File: src/rtl/rlc_pkg.sv
// ============================================================================
// rlc_pkg
// Shared codes, character constants, microcode word layout and the control
// program of the radix line converter.
// ============================================================================
package rlc_pkg;

	// ASCII characters the parser looks for
	localparam logic [7:0] CH_NUL   = 8'h00;
	localparam logic [7:0] CH_SPACE = 8'h20;
	localparam logic [7:0] CH_ZERO  = 8'h30;
	localparam logic [7:0] CH_NINE  = 8'h39;
	localparam logic [7:0] CH_LC_A  = 8'h61;
	localparam logic [7:0] CH_LC_F  = 8'h66;
	localparam logic [7:0] CH_LC_B  = 8'h62;
	localparam logic [7:0] CH_LC_I  = 8'h69;
	localparam logic [7:0] CH_LC_N  = 8'h6E;
	localparam logic [7:0] CH_LC_H  = 8'h68;
	localparam logic [7:0] CH_LC_E  = 8'h65;
	localparam logic [7:0] CH_LC_X  = 8'h78;
	// 'a' minus ten: maps 'a'..'f' onto 10..15
	localparam logic [7:0] HEX_ALPHA_OFS = 8'h57;

	// radix codes, also used as source selector of the load step
	localparam logic [1:0] RADIX_DEC = 2'd0;
	localparam logic [1:0] RADIX_HEX = 2'd1;
	localparam logic [1:0] RADIX_BIN = 2'd2;

	// micro operations
	localparam logic [2:0] OP_SELECT = 3'd0;
	localparam logic [2:0] OP_LOAD   = 3'd1;
	localparam logic [2:0] OP_DABBLE = 3'd2;
	localparam logic [2:0] OP_PREP   = 3'd3;
	localparam logic [2:0] OP_EMIT   = 3'd4;
	localparam logic [2:0] OP_DONE   = 3'd5;

	// program addresses
	localparam int         STEP_W      = 5;
	localparam logic [4:0] STEP_SELECT = 5'd0;
	localparam logic [4:0] ENTRY_BIN   = 5'd1;
	localparam logic [4:0] ENTRY_HEX   = 5'd8;
	localparam logic [4:0] ENTRY_DEC   = 5'd15;
	localparam logic [4:0] STEP_LAST   = 5'd20;

	typedef struct packed {
		logic [2:0] op;
		logic [1:0] sel;   // radix of a prep/emit step, source of a load step
		logic       last;  // emission closes the line
	} uword_t;

	// line status handed from the character parser to the sequencer
	typedef struct packed {
		logic       is_bin;
		logic       is_hex;
		logic [2:0] ovf;   // bit 0 binary, bit 1 hex, bit 2 decimal wrapped
	} line_stat_t;

	// control program: one word per step
	function automatic uword_t rom_word(input logic [STEP_W-1:0] step);
		uword_t w;
		unique case (step)
			5'd0:    w = '{OP_SELECT, RADIX_DEC, 1'b0};
			// base word "bin": binary reading as decimal then hex
			5'd1:    w = '{OP_LOAD,   RADIX_BIN, 1'b0};
			5'd2:    w = '{OP_DABBLE, RADIX_DEC, 1'b0};
			5'd3:    w = '{OP_PREP,   RADIX_DEC, 1'b0};
			5'd4:    w = '{OP_EMIT,   RADIX_DEC, 1'b0};
			5'd5:    w = '{OP_PREP,   RADIX_HEX, 1'b0};
			5'd6:    w = '{OP_EMIT,   RADIX_HEX, 1'b1};
			5'd7:    w = '{OP_DONE,   RADIX_DEC, 1'b0};
			// base word "hex": hex reading as decimal then binary
			5'd8:    w = '{OP_LOAD,   RADIX_HEX, 1'b0};
			5'd9:    w = '{OP_DABBLE, RADIX_DEC, 1'b0};
			5'd10:   w = '{OP_PREP,   RADIX_DEC, 1'b0};
			5'd11:   w = '{OP_EMIT,   RADIX_DEC, 1'b0};
			5'd12:   w = '{OP_PREP,   RADIX_BIN, 1'b0};
			5'd13:   w = '{OP_EMIT,   RADIX_BIN, 1'b1};
			5'd14:   w = '{OP_DONE,   RADIX_DEC, 1'b0};
			// any other base word: decimal reading as hex then binary
			5'd15:   w = '{OP_LOAD,   RADIX_DEC, 1'b0};
			5'd16:   w = '{OP_PREP,   RADIX_HEX, 1'b0};
			5'd17:   w = '{OP_EMIT,   RADIX_HEX, 1'b0};
			5'd18:   w = '{OP_PREP,   RADIX_BIN, 1'b0};
			5'd19:   w = '{OP_EMIT,   RADIX_BIN, 1'b1};
			5'd20:   w = '{OP_DONE,   RADIX_DEC, 1'b0};
			default: w = '{OP_DONE,   RADIX_DEC, 1'b0};
		endcase
		return w;
	endfunction

endpackage

File: src/rtl/rlc_line_acc.sv
// ============================================================================
// rlc_line_acc
// Character parser: keeps the binary, hex and decimal readings of the number
// and the first three characters of the base word for the current line.
// ============================================================================
module rlc_line_acc #(
	parameter int VALUE_BITS = 32
) (
	input  logic                   clk,
	input  logic                   arst_n,
	input  logic                   take,       // character request accepted
	input  logic [7:0]             char_code,
	input  logic                   clear,      // line finished
	output logic [VALUE_BITS-1:0]  bin_acc,
	output logic [VALUE_BITS-1:0]  hex_acc,
	output logic [VALUE_BITS-1:0]  dec_acc,
	output rlc_pkg::line_stat_t    stat
);
	import rlc_pkg::*;

	logic [VALUE_BITS-1:0] bin_q;
	logic [VALUE_BITS-1:0] hex_q;
	logic [VALUE_BITS-1:0] dec_q;
	logic [2:0]            ovf_q;
	logic                  in_suffix_q;
	logic                  dec_stop_q;
	logic [7:0]            sfx_q [3];
	logic [2:0]            sfx_len_q;

	logic                  is_char;
	logic                  is_space;
	logic                  is_alpha;
	logic                  is_digit;
	logic [7:0]            hex_diff;
	logic [7:0]            dec_diff;
	logic [3:0]            hex_dig;
	logic [VALUE_BITS+3:0] dec_next;

	// classify the character
	assign is_char  = take && (char_code != CH_NUL);
	assign is_space = (char_code == CH_SPACE);
	assign is_alpha = (char_code >= CH_LC_A) && (char_code <= CH_LC_F);
	assign is_digit = (char_code >= CH_ZERO) && (char_code <= CH_NINE);
	assign hex_diff = is_alpha ? (char_code - HEX_ALPHA_OFS) : (char_code - CH_ZERO);
	assign dec_diff = char_code - CH_ZERO;
	assign hex_dig  = hex_diff[3:0];

	// decimal step: times eight plus times two plus the digit
	assign dec_next = {1'b0, dec_q, 3'b000} + {3'b000, dec_q, 1'b0}
		+ {{VALUE_BITS{1'b0}}, dec_diff[3:0]};

	// update the readings and the base word
	always_ff @(posedge clk or negedge arst_n) begin
		if (!arst_n) begin
			bin_q       <= '0;
			hex_q       <= '0;
			dec_q       <= '0;
			ovf_q       <= '0;
			in_suffix_q <= 1'b0;
			dec_stop_q  <= 1'b0;
			sfx_q       <= '{default: '0};
			sfx_len_q   <= '0;
		end else if (clear) begin
			bin_q       <= '0;
			hex_q       <= '0;
			dec_q       <= '0;
			ovf_q       <= '0;
			in_suffix_q <= 1'b0;
			dec_stop_q  <= 1'b0;
			sfx_q       <= '{default: '0};
			sfx_len_q   <= '0;
		end else if (is_char) begin
			priority if (is_space) begin
				in_suffix_q <= 1'b1;
			end else if (in_suffix_q) begin
				if (sfx_len_q < 3'd3) begin
					sfx_q[sfx_len_q[1:0]] <= char_code;
				end
				if (sfx_len_q < 3'd4) begin
					sfx_len_q <= sfx_len_q + 3'd1;
				end
			end else begin
				// binary: anything but '0' counts as one
				if (bin_q[VALUE_BITS-1]) begin
					ovf_q[0] <= 1'b1;
				end
				bin_q <= {bin_q[VALUE_BITS-2:0], char_code != CH_ZERO};
				// hex
				if (hex_q[VALUE_BITS-1 -: 4] != 4'd0) begin
					ovf_q[1] <= 1'b1;
				end
				hex_q <= {hex_q[VALUE_BITS-5:0], hex_dig};
				// decimal stops at the first non-digit
				if (!dec_stop_q) begin
					if (is_digit) begin
						if (dec_next[VALUE_BITS+3:VALUE_BITS] != 4'd0) begin
							ovf_q[2] <= 1'b1;
						end
						dec_q <= dec_next[VALUE_BITS-1:0];
					end else begin
						dec_stop_q <= 1'b1;
					end
				end
			end
		end
	end

	assign bin_acc = bin_q;
	assign hex_acc = hex_q;
	assign dec_acc = dec_q;

	// match the base word
	assign stat.is_bin = (sfx_len_q == 3'd3) && (sfx_q[0] == CH_LC_B)
		&& (sfx_q[1] == CH_LC_I) && (sfx_q[2] == CH_LC_N);
	assign stat.is_hex = (sfx_len_q == 3'd3) && (sfx_q[0] == CH_LC_H)
		&& (sfx_q[1] == CH_LC_E) && (sfx_q[2] == CH_LC_X);
	assign stat.ovf    = ovf_q;

endmodule

File: src/rtl/radix_line_converter.sv
// ============================================================================
// radix_line_converter
// Reads a text line "number base-word" one character at a time and emits the
// number in two other radixes, one digit per result.
// ============================================================================
// Usage:
//   Slave channel: one ASCII character per request, tlast on the last
//   character of the line. Characters are taken one per cycle while the sequencer is idle.
//   Master channel: one digit per request, most significant first, leading
//   zeros dropped (zero gives the single digit 0). tuser carries the radix,
//   the end of one representation and the overflow flag; tlast marks the
//   last digit of the line.
//   After the line's last character a microcoded sequencer runs from a
//   21-step control table. A "bin" or "hex" line runs a select step, a
//   load step, a double-dabble step looped over VALUE_BITS, a prep step and
//   an emit step per radix, and a done step; any other line skips the
//   double-dabble. The emit step visits every digit position, shown or
//   dropped, so the digit scan sets the line-end time.
//   s_tready is low from the accepted line end through the done step.
//   Reset clears the parser, the sequencer and m_tvalid, not the data registers.
//   A stalled receiver holds the current digit; the sequencer waits on an emit
//   step with a digit to show until the output register frees up.
// ============================================================================
module radix_line_converter #(
	parameter int VALUE_BITS = 32
) (
	input  logic       clk,
	input  logic       arst_n,
	input  logic       s_tvalid,
	output logic       s_tready,
	input  logic [7:0] s_tdata,   // [7:0] char_code
	input  logic       s_tlast,   // end_of_line
	output logic       m_tvalid,
	input  logic       m_tready,
	output logic [7:0] m_tdata,   // [3:0] digit_value, [7:4] zero
	output logic [3:0] m_tuser,   // [1:0] radix_code, [2] number_done, [3] overflow
	output logic       m_tlast    // line_done
);
	import rlc_pkg::*;

	localparam int NDEC  = (VALUE_BITS * 30103) / 100000 + 1;
	localparam int NHEX  = (VALUE_BITS + 3) / 4;
	localparam int EMW   = 4 * NDEC;
	localparam int CNT_W = $clog2(VALUE_BITS + 1);

	logic                  busy_q;
	logic [STEP_W-1:0]     pc_q;
	logic [CNT_W-1:0]      cnt_q;
	logic                  started_q;
	logic                  ovf_q;
	logic [VALUE_BITS-1:0] val_q;
	logic [EMW-1:0]        bcd_q;
	logic [EMW-1:0]        em_q;

	logic                  m_tvalid_q;
	logic [3:0]            digit_q;
	logic [1:0]            radix_q;
	logic                  num_done_q;
	logic                  line_done_q;
	logic                  out_ovf_q;

	uword_t                uw;
	line_stat_t            stat;
	logic [VALUE_BITS-1:0] bin_acc;
	logic [VALUE_BITS-1:0] hex_acc;
	logic [VALUE_BITS-1:0] dec_acc;
	logic                  take;
	logic                  line_clear;
	logic                  slot_free;
	logic                  last_pos;
	logic [3:0]            cur_digit;
	logic                  skip;
	logic                  emit_fire;
	logic                  em_adv;
	logic [VALUE_BITS-1:0] load_val;
	logic                  load_ovf;
	logic [4*NHEX-1:0]     hex_pad;
	logic [EMW-1:0]        em_hex;
	logic [EMW-1:0]        em_bin;
	logic [EMW-1:0]        bcd_adj;
	logic [EMW-1:0]        em_shift;

	// current control word
	assign uw         = rom_word(pc_q);
	assign s_tready   = !busy_q;
	assign take       = s_tvalid && s_tready;
	assign line_clear = busy_q && (uw.op == OP_DONE);

	rlc_line_acc #(
		.VALUE_BITS(VALUE_BITS)
	) u_acc (
		.clk      (clk),
		.arst_n   (arst_n),
		.take     (take),
		.char_code(s_tdata),
		.clear    (line_clear),
		.bin_acc  (bin_acc),
		.hex_acc  (hex_acc),
		.dec_acc  (dec_acc),
		.stat     (stat)
	);

	// pick the reading named by the load step
	always_comb begin
		unique case (uw.sel)
			RADIX_BIN: begin
				load_val = bin_acc;
				load_ovf = stat.ovf[0];
			end
			RADIX_HEX: begin
				load_val = hex_acc;
				load_ovf = stat.ovf[1];
			end
			default: begin
				load_val = dec_acc;
				load_ovf = stat.ovf[2];
			end
		endcase
	end

	// left-align the value for digit scanning
	assign hex_pad = (4 * NHEX)'(val_q);
	assign em_hex  = EMW'(hex_pad) << (EMW - 4 * NHEX);
	assign em_bin  = EMW'(val_q) << (EMW - VALUE_BITS);

	// double-dabble correction: add three to every digit of five or more
	always_comb begin
		for (int i = 0; i < NDEC; i++) begin
			bcd_adj[4*i +: 4] = (bcd_q[4*i +: 4] >= 4'd5) ?
				(bcd_q[4*i +: 4] + 4'd3) : bcd_q[4*i +: 4];
		end
	end

	// top digit and scan control of the emit step
	assign cur_digit = (uw.sel == RADIX_BIN) ? {3'b000, em_q[EMW-1]} : em_q[EMW-1 -: 4];
	assign em_shift  = (uw.sel == RADIX_BIN) ? (em_q << 1) : (em_q << 4);
	assign last_pos  = (cnt_q == CNT_W'(1));
	assign slot_free = !m_tvalid_q || m_tready;
	assign skip      = (cur_digit == 4'd0) && !started_q && !last_pos;
	assign em_adv    = busy_q && (uw.op == OP_EMIT) && (skip || slot_free);
	assign emit_fire = busy_q && (uw.op == OP_EMIT) && !skip && slot_free;

	// sequencer: step counter, loop counter and jumps
	always_ff @(posedge clk or negedge arst_n) begin
		if (!arst_n) begin
			busy_q    <= 1'b0;
			pc_q      <= STEP_SELECT;
			cnt_q     <= '0;
			started_q <= 1'b0;
			ovf_q     <= 1'b0;
		end else if (!busy_q) begin
			if (take && s_tlast) begin
				busy_q <= 1'b1;
				pc_q   <= STEP_SELECT;
			end
		end else begin
			unique case (uw.op)
				OP_SELECT: begin
					priority if (stat.is_bin) begin
						pc_q <= ENTRY_BIN;
					end else if (stat.is_hex) begin
						pc_q <= ENTRY_HEX;
					end else begin
						pc_q <= ENTRY_DEC;
					end
				end
				OP_LOAD: begin
					ovf_q <= load_ovf;
					cnt_q <= CNT_W'(VALUE_BITS);
					pc_q  <= pc_q + 5'd1;
				end
				OP_DABBLE: begin
					cnt_q <= cnt_q - CNT_W'(1);
					if (last_pos) begin
						pc_q <= pc_q + 5'd1;
					end
				end
				OP_PREP: begin
					started_q <= 1'b0;
					unique case (uw.sel)
						RADIX_BIN: cnt_q <= CNT_W'(VALUE_BITS);
						RADIX_HEX: cnt_q <= CNT_W'(NHEX);
						default:   cnt_q <= CNT_W'(NDEC);
					endcase
					pc_q <= pc_q + 5'd1;
				end
				OP_EMIT: begin
					if (em_adv) begin
						cnt_q <= cnt_q - CNT_W'(1);
						if (!skip) begin
							started_q <= 1'b1;
						end
						if (last_pos) begin
							pc_q <= pc_q + 5'd1;
						end
					end
				end
				OP_DONE: begin
					busy_q <= 1'b0;
					pc_q   <= STEP_SELECT;
				end
				default: begin
					busy_q <= 1'b0;
					pc_q   <= STEP_SELECT;
				end
			endcase
		end
	end

	// datapath registers driven by the control word
	always_ff @(posedge clk) begin
		if (busy_q) begin
			unique case (uw.op)
				OP_LOAD: begin
					val_q <= load_val;
					em_q  <= EMW'(load_val) << (EMW - VALUE_BITS);
					bcd_q <= '0;
				end
				OP_DABBLE: begin
					bcd_q <= {bcd_adj[EMW-2:0], em_q[EMW-1]};
					em_q  <= em_q << 1;
				end
				OP_PREP: begin
					unique case (uw.sel)
						RADIX_BIN: em_q <= em_bin;
						RADIX_HEX: em_q <= em_hex;
						default:   em_q <= bcd_q;
					endcase
				end
				OP_EMIT: begin
					if (em_adv) begin
						em_q <= em_shift;
					end
				end
				default: begin
					em_q <= em_q;
				end
			endcase
		end
	end

	// output register: hold while the receiver stalls
	always_ff @(posedge clk or negedge arst_n) begin
		if (!arst_n) begin
			m_tvalid_q <= 1'b0;
		end else if (emit_fire) begin
			m_tvalid_q <= 1'b1;
		end else if (m_tready) begin
			m_tvalid_q <= 1'b0;
		end
	end

	always_ff @(posedge clk) begin
		if (emit_fire) begin
			digit_q     <= cur_digit;
			radix_q     <= uw.sel;
			num_done_q  <= last_pos;
			line_done_q <= last_pos && uw.last;
			out_ovf_q   <= ovf_q;
		end
	end

	assign m_tvalid = m_tvalid_q;
	assign m_tdata  = {4'b0000, digit_q};
	assign m_tuser  = {out_ovf_q, num_done_q, radix_q};
	assign m_tlast  = line_done_q;

	// the line end stops further characters until the sequencer is done
	a_line_end_blocks: assert property (@(posedge clk) disable iff (!arst_n)
		s_tvalid && s_tready && s_tlast |=> !s_tready)
		else $error("character taken right after a line end");

	// the line's last digit also closes its representation
	a_line_done_num: assert property (@(posedge clk) disable iff (!arst_n)
		m_tvalid && m_tlast |-> m_tuser[2])
		else $error("line end without number end");

	// digits stay within their radix
	a_dec_digit: assert property (@(posedge clk) disable iff (!arst_n)
		m_tvalid && (m_tuser[1:0] == RADIX_DEC) |-> (m_tdata[3:0] <= 4'd9))
		else $error("decimal digit out of range");

	a_bin_digit: assert property (@(posedge clk) disable iff (!arst_n)
		m_tvalid && (m_tuser[1:0] == RADIX_BIN) |-> (m_tdata[3:1] == 3'd0))
		else $error("binary digit out of range");

	// the step counter stays inside the program
	a_pc_range: assert property (@(posedge clk) disable iff (!arst_n)
		pc_q <= STEP_LAST)
		else $error("step counter left the program");

	// a new digit is loaded only into a free output register
	a_no_overwrite: assert property (@(posedge clk) disable iff (!arst_n)
		emit_fire |-> (!m_tvalid || m_tready))
		else $error("digit overwritten before delivery");

endmodule
File: config.mk
export PLATFORM = sky130hd
export DESIGN_NAME = radix_line_converter
export DESIGN_NICKNAME = d
export VERILOG_FILES = /design/src/rtl/rlc_pkg.sv /design/src/rtl/rlc_line_acc.sv /design/src/rtl/radix_line_converter.sv
export SDC_FILE = /design/constraint.sdc
export NUM_CORES = 1
export LEC_CHECK = 0
export BUFFER_PORTS_ARGS = -buffer_cell sky130_fd_sc_hd__clkbuf_2
export CAP_MARGIN = 30
export CORE_MARGIN = 8
export CORE_UTILIZATION = 35
export DETAILED_ROUTE_END_ITERATION = 8
export PLACE_DENSITY = 0.61
export SYNTH_ARGS = -nofsm -noshare
export SYNTH_HDL_FRONTEND = slang
export SYNTH_SLANG_ARGS = --single-unit
File: constraint.sdc
create_clock -name clk -period 7.7 [get_ports clk]
set_input_delay 0.77 -clock clk [delete_from_list [all_inputs] [get_ports clk]]
set_output_delay 0.77 -clock clk [all_outputs]
set_load 0.02 [all_outputs]
==> reports/results.env <==
NUM_IO_PINS=28
MAX_CAP_VIOLATIONS=0
FIN_CELLS=2123
SETUP-TNS-FINAL_PS=0
POST_CTS_HOLD_BUFFER_COUNT=0
CTSRESIZECOUNT=0
CTS-ROOT-BUF='sky130_fd_sc_hd__clkbuf_16'
CORE-AREA_UM2=42900
AREA_DELTA_SYNTH_FINAL_PCT=11.7
WORSTHOLDPATHTYPE='in2async'
TIMING_MAX_TRANSITION_VIOLATIONS_FINAL=0
SYNTH_EDF_COUNT=121
DRT.ANTENNA.VIOLATING_NETS=0
ASYNCSETRESETFLOPFRACSYNTH=0.542
PLACED_CELLS_INCL_TAPS=2068
PIN_COUNT_OF_THE_BIGGEST_NET_ENTERING_GLOBAL_ROUTING=85
TOTALPOWERFINAL_mW=7.22
RUN_STATUS='completed'
ROUTED-VIA-COUNT=11456
SYNTH.YOSYS.SEQ_AREA_SHARE=0.477
POSTSYNTHAREAPERCELL_UM2=9.89
PLACE.DETAILED.HPWL_UM=24700
CTS_BUFFERS=30
SETUP_REPAIR_AFTER_GLOBAL_ROUTING_MISSED_ITS_MARGIN='false'
SYNTHESIS.AREA_UM2=15100
POST_SYNTH_MAIN_AREA_CONTRIBUTORS='sky130_fd_sc_hd__edfxtp_1, sky130_fd_sc_hd__dfrtp_1, sky130_fd_sc_hd__ha_1'
FINISH.INSTANCE_AREA_UM2=16900
FLOORPLAN.DIE_AREA_UM2=50100
CRITICAL_PATH_REQUIRED_PS=8150
SYNTHTOPCELLSBYCOUNT='sky130_fd_sc_hd__nand2_1, sky130_fd_sc_hd__a21oi_1, sky130_fd_sc_hd__dfrtp_1'
YS.WARNINGS.COUNT=0
INITIAL_UTILIZATION=0.352
FIRST_PASS_ITERS=7
WORST-ENDPOINT-ARRIVAL_PS=4880
PLACER_CONGESTION=0.808
GLOBAL_ROUTE.USAGE.TOTAL=0.141
POSTSYNTHCELLCOUNT=1528
DIE_HEIGHT_UM=224
CTS.HTREE.LEVELS=1
CLOCK_SKEW_PS=15.6
FIRST_GLOBAL_VIAS=11180
FINISH.NET_COUNT=1633
DRT-VIAS-PER-INSTANCE=5.40
GRT.OVERFLOW.TOTAL=0
FILL_CELLS=4167
CLK_PIN_SLEW_PS=60
WORST_HOLD_SLACK_PS=219
DRCVIOLATIONCOUNT=0
YOSYS_REGISTER_BITS=264
PATH_CLASS='reg2reg'
PORT-BUFFER-COUNT=23
STARTPOINT_TYPE='flop'
GRT_FIRST_PASS_WIRELENGTH_UM=59400
SLEW_HEADROOM=0.355
POST-ROUTE-WORST-SETUP-SLACK_PS=3270
FINAL_LAYOUT_SIZE_SUFFIX_GT1_FRAC=0.0956
TIMING.CRITICAL_PATH.FANOUT_MAX=45
LEAKAGE_nW=7.38
CLKLATENCYLATEPIN_PS=560
SYNTHDOMINANTAREACELLTYPE='sky130_fd_sc_hd__edfxtp_1'
STD_CELL_ROWS=76
YOSYSMOSTFREQUENTCELL='sky130_fd_sc_hd__nand2_1'
FINAL-HOLD-VIOLATION-COUNT=0
FINAL.PERIOD_UTILIZATION=0.576
POWER_PER_STANDARD_CELL_AREA_nW_PER_UM2=428
FMAXACHIEVABLE_MHz=225
SETUP-VIOLATIONS-FINAL=0
SYNTH.LIB_CELLS_USED.DISTINCT=78
WORST_IR_DROP_VDD_uV=525
ANTENNA_FOUND_INITIAL=0
TIMING.FINAL.CRIT_PERIOD_PS=4430
POST_DRT_WL_PER_CELL_UM=17.1
DRTITER0DRC=1241
CLKSINKCOUNT=264
MAX-CLOCK-PATH-BUFFERS=3
CTS_TREE='done'
YS_DOMINANT_REG_CELL='sky130_fd_sc_hd__dfrtp_1'
PLACEDINSTANCEAREA_UM2=15800
DETAILEDPLACE.WORSTSLACK_PS=3280
COUNT_OF_ANTENNA_DIODES_IN_THE_LAYOUT=0
MEASURED_SLEW_AT_THE_WORST_SLEW_CHECK_PIN_PS=966
SYNTH_LARGEST_TYPE_AREA_FRACTION=0.240
WORSTSETUPENDPOINTTYPE='flop'
CTS.REPAIR_TIMING.SETUP_BUFFER_COUNT=0
FINAL_CORE_UTILIZATION=0.394
WL_UM=36200
DIE-WIDTH_UM=224
==> worst max-delay path, cell delays in order, from the launching register on <==
cell,delay (ps)
sky130_fd_sc_hd__dfrtp_1,520
sky130_fd_sc_hd__inv_1,150
sky130_fd_sc_hd__ha_1,380
sky130_fd_sc_hd__inv_1,50
sky130_fd_sc_hd__o32ai_1,590
sky130_fd_sc_hd__inv_1,140
sky130_fd_sc_hd__ha_1,210
sky130_fd_sc_hd__buf_4,270
sky130_fd_sc_hd__mux2i_1,240
sky130_fd_sc_hd__nand4_1,180
sky130_fd_sc_hd__inv_1,140
sky130_fd_sc_hd__o31ai_2,80
sky130_fd_sc_hd__nand2b_2,240
sky130_fd_sc_hd__inv_2,710
sky130_fd_sc_hd__o21ai_0,200
sky130_fd_sc_hd__a22o_1,220
==> per-layer routing <==
layer  vias to the layer above  GRT usage  wire, um
met3                        44     0.0163      1710
met5                         -          0         0
met1                      5604      0.201     17300
met4                         0     0.0261       538
li1                       5508          -         -
met2                       300      0.230     16700
==> final timing paths <==
| path | start | to | slack (ps) | cells past startpoint |
|---|---|---|---|---|
| setup / recovery | pc_q[0] | cnt_q[3] | 3270 | 15 |
| hold / removal | arst_n | u_acc.dec_acc[30] | 220 | 1 |
| setup reg to reg | pc_q[0] | cnt_q[3] | 3270 | 15 |
| hold reg to reg | u_acc.ovf_q[0] | u_acc.ovf_q[0] | 510 | 2 |
| max in group asynchronous | arst_n | u_acc.sfx_q[13] | 6430 | 3 |
| min in group clk | s_tlast | busy_q | 470 | 3 |
==> kinds of logic (layout without fill, tap and decap cells) <==
kind of cell | count (synthesis) | in the layout | share of synthesized area
XOR/XNOR | 40 | 40 | 0.0232
AND/OR/NAND/NOR | 492 | 492 | 0.144
buffers and inverters | 151 | 158 | 0.0398
flip-flops | 264 | 264 | 0.477
adder cells (fa/ha/maj) | 105 | 105 | 0.0879
other | 1 | 4 | 0.000248
AO/OA/AOI/OAI | 412 | 412 | 0.182
multiplexers | 63 | 63 | 0.0453
==> area by class of cell <==
type | count | area, um2 | area share
Sequential cell | 264 | 7210 | 0.427
Clock buffer | 46 | 955 | 0.0565
Multi-Input combinational cell | 1116 | 7350 | 0.435
Inverter | 62 | 233 | 0.0138
Clock inverter | 9 | 85.1 | 0.00504
Tap cell | 585 | 732 | 0.0433
Timing Repair Buffer | 41 | 317 | 0.0187
==> sequential cells by signal (all words and copies together) (netlist names), 2 cells and up <==
register,flops
em_q,40
u_acc.sfx_len_q,3
u_acc.bin_acc,32
pc_q,5
u_acc.dec_acc,32
digit_q,4
bcd_q,40
u_acc.sfx_q,24
cnt_q,6
radix_q,2
u_acc.ovf_q,3
u_acc.hex_acc,32
hex_pad,32
==> cells in the final DEF (no fill, tap or decap), types with 16 or more instances in the layout <==
cell / netlist / final
sky130_fd_sc_hd__clkbuf_16: 0 / 33
sky130_fd_sc_hd__mux2_2: 33 / 33
sky130_fd_sc_hd__a21oi_1: 147 / 147
sky130_fd_sc_hd__nand2_1: 248 / 248
sky130_fd_sc_hd__a222oi_1: 36 / 36
sky130_fd_sc_hd__nor3_1: 17 / 16
sky130_fd_sc_hd__xnor2_1: 29 / 29
sky130_fd_sc_hd__nor2b_1: 20 / 19
sky130_fd_sc_hd__clkbuf_2: 0 / 22
sky130_fd_sc_hd__mux2i_1: 29 / 29
sky130_fd_sc_hd__nor2_1: 126 / 124
sky130_fd_sc_hd__dfrtp_1: 143 / 143
sky130_fd_sc_hd__inv_1: 60 / 60
sky130_fd_sc_hd__a22o_1: 33 / 33
sky130_fd_sc_hd__o21ai_0: 57 / 57
sky130_fd_sc_hd__edfxtp_1: 121 / 121
sky130_fd_sc_hd__a22oi_1: 30 / 30
sky130_fd_sc_hd__nand3_1: 19 / 19
sky130_fd_sc_hd__ha_1: 103 / 102
==> where the power goes <==
part / leakage [nW] / internal, mW / total, mW / switching, mW
clock network: 0.519 / 0.886 / 1.47 / 0.585
logic: 3.76 / 1.15 / 3.08 / 1.93
registers: 3.10 / 2.24 / 2.67 / 0.425
total: 7.38 / 4.28 / 7.22 / 2.94
Power figures use the tool's default switching activity.
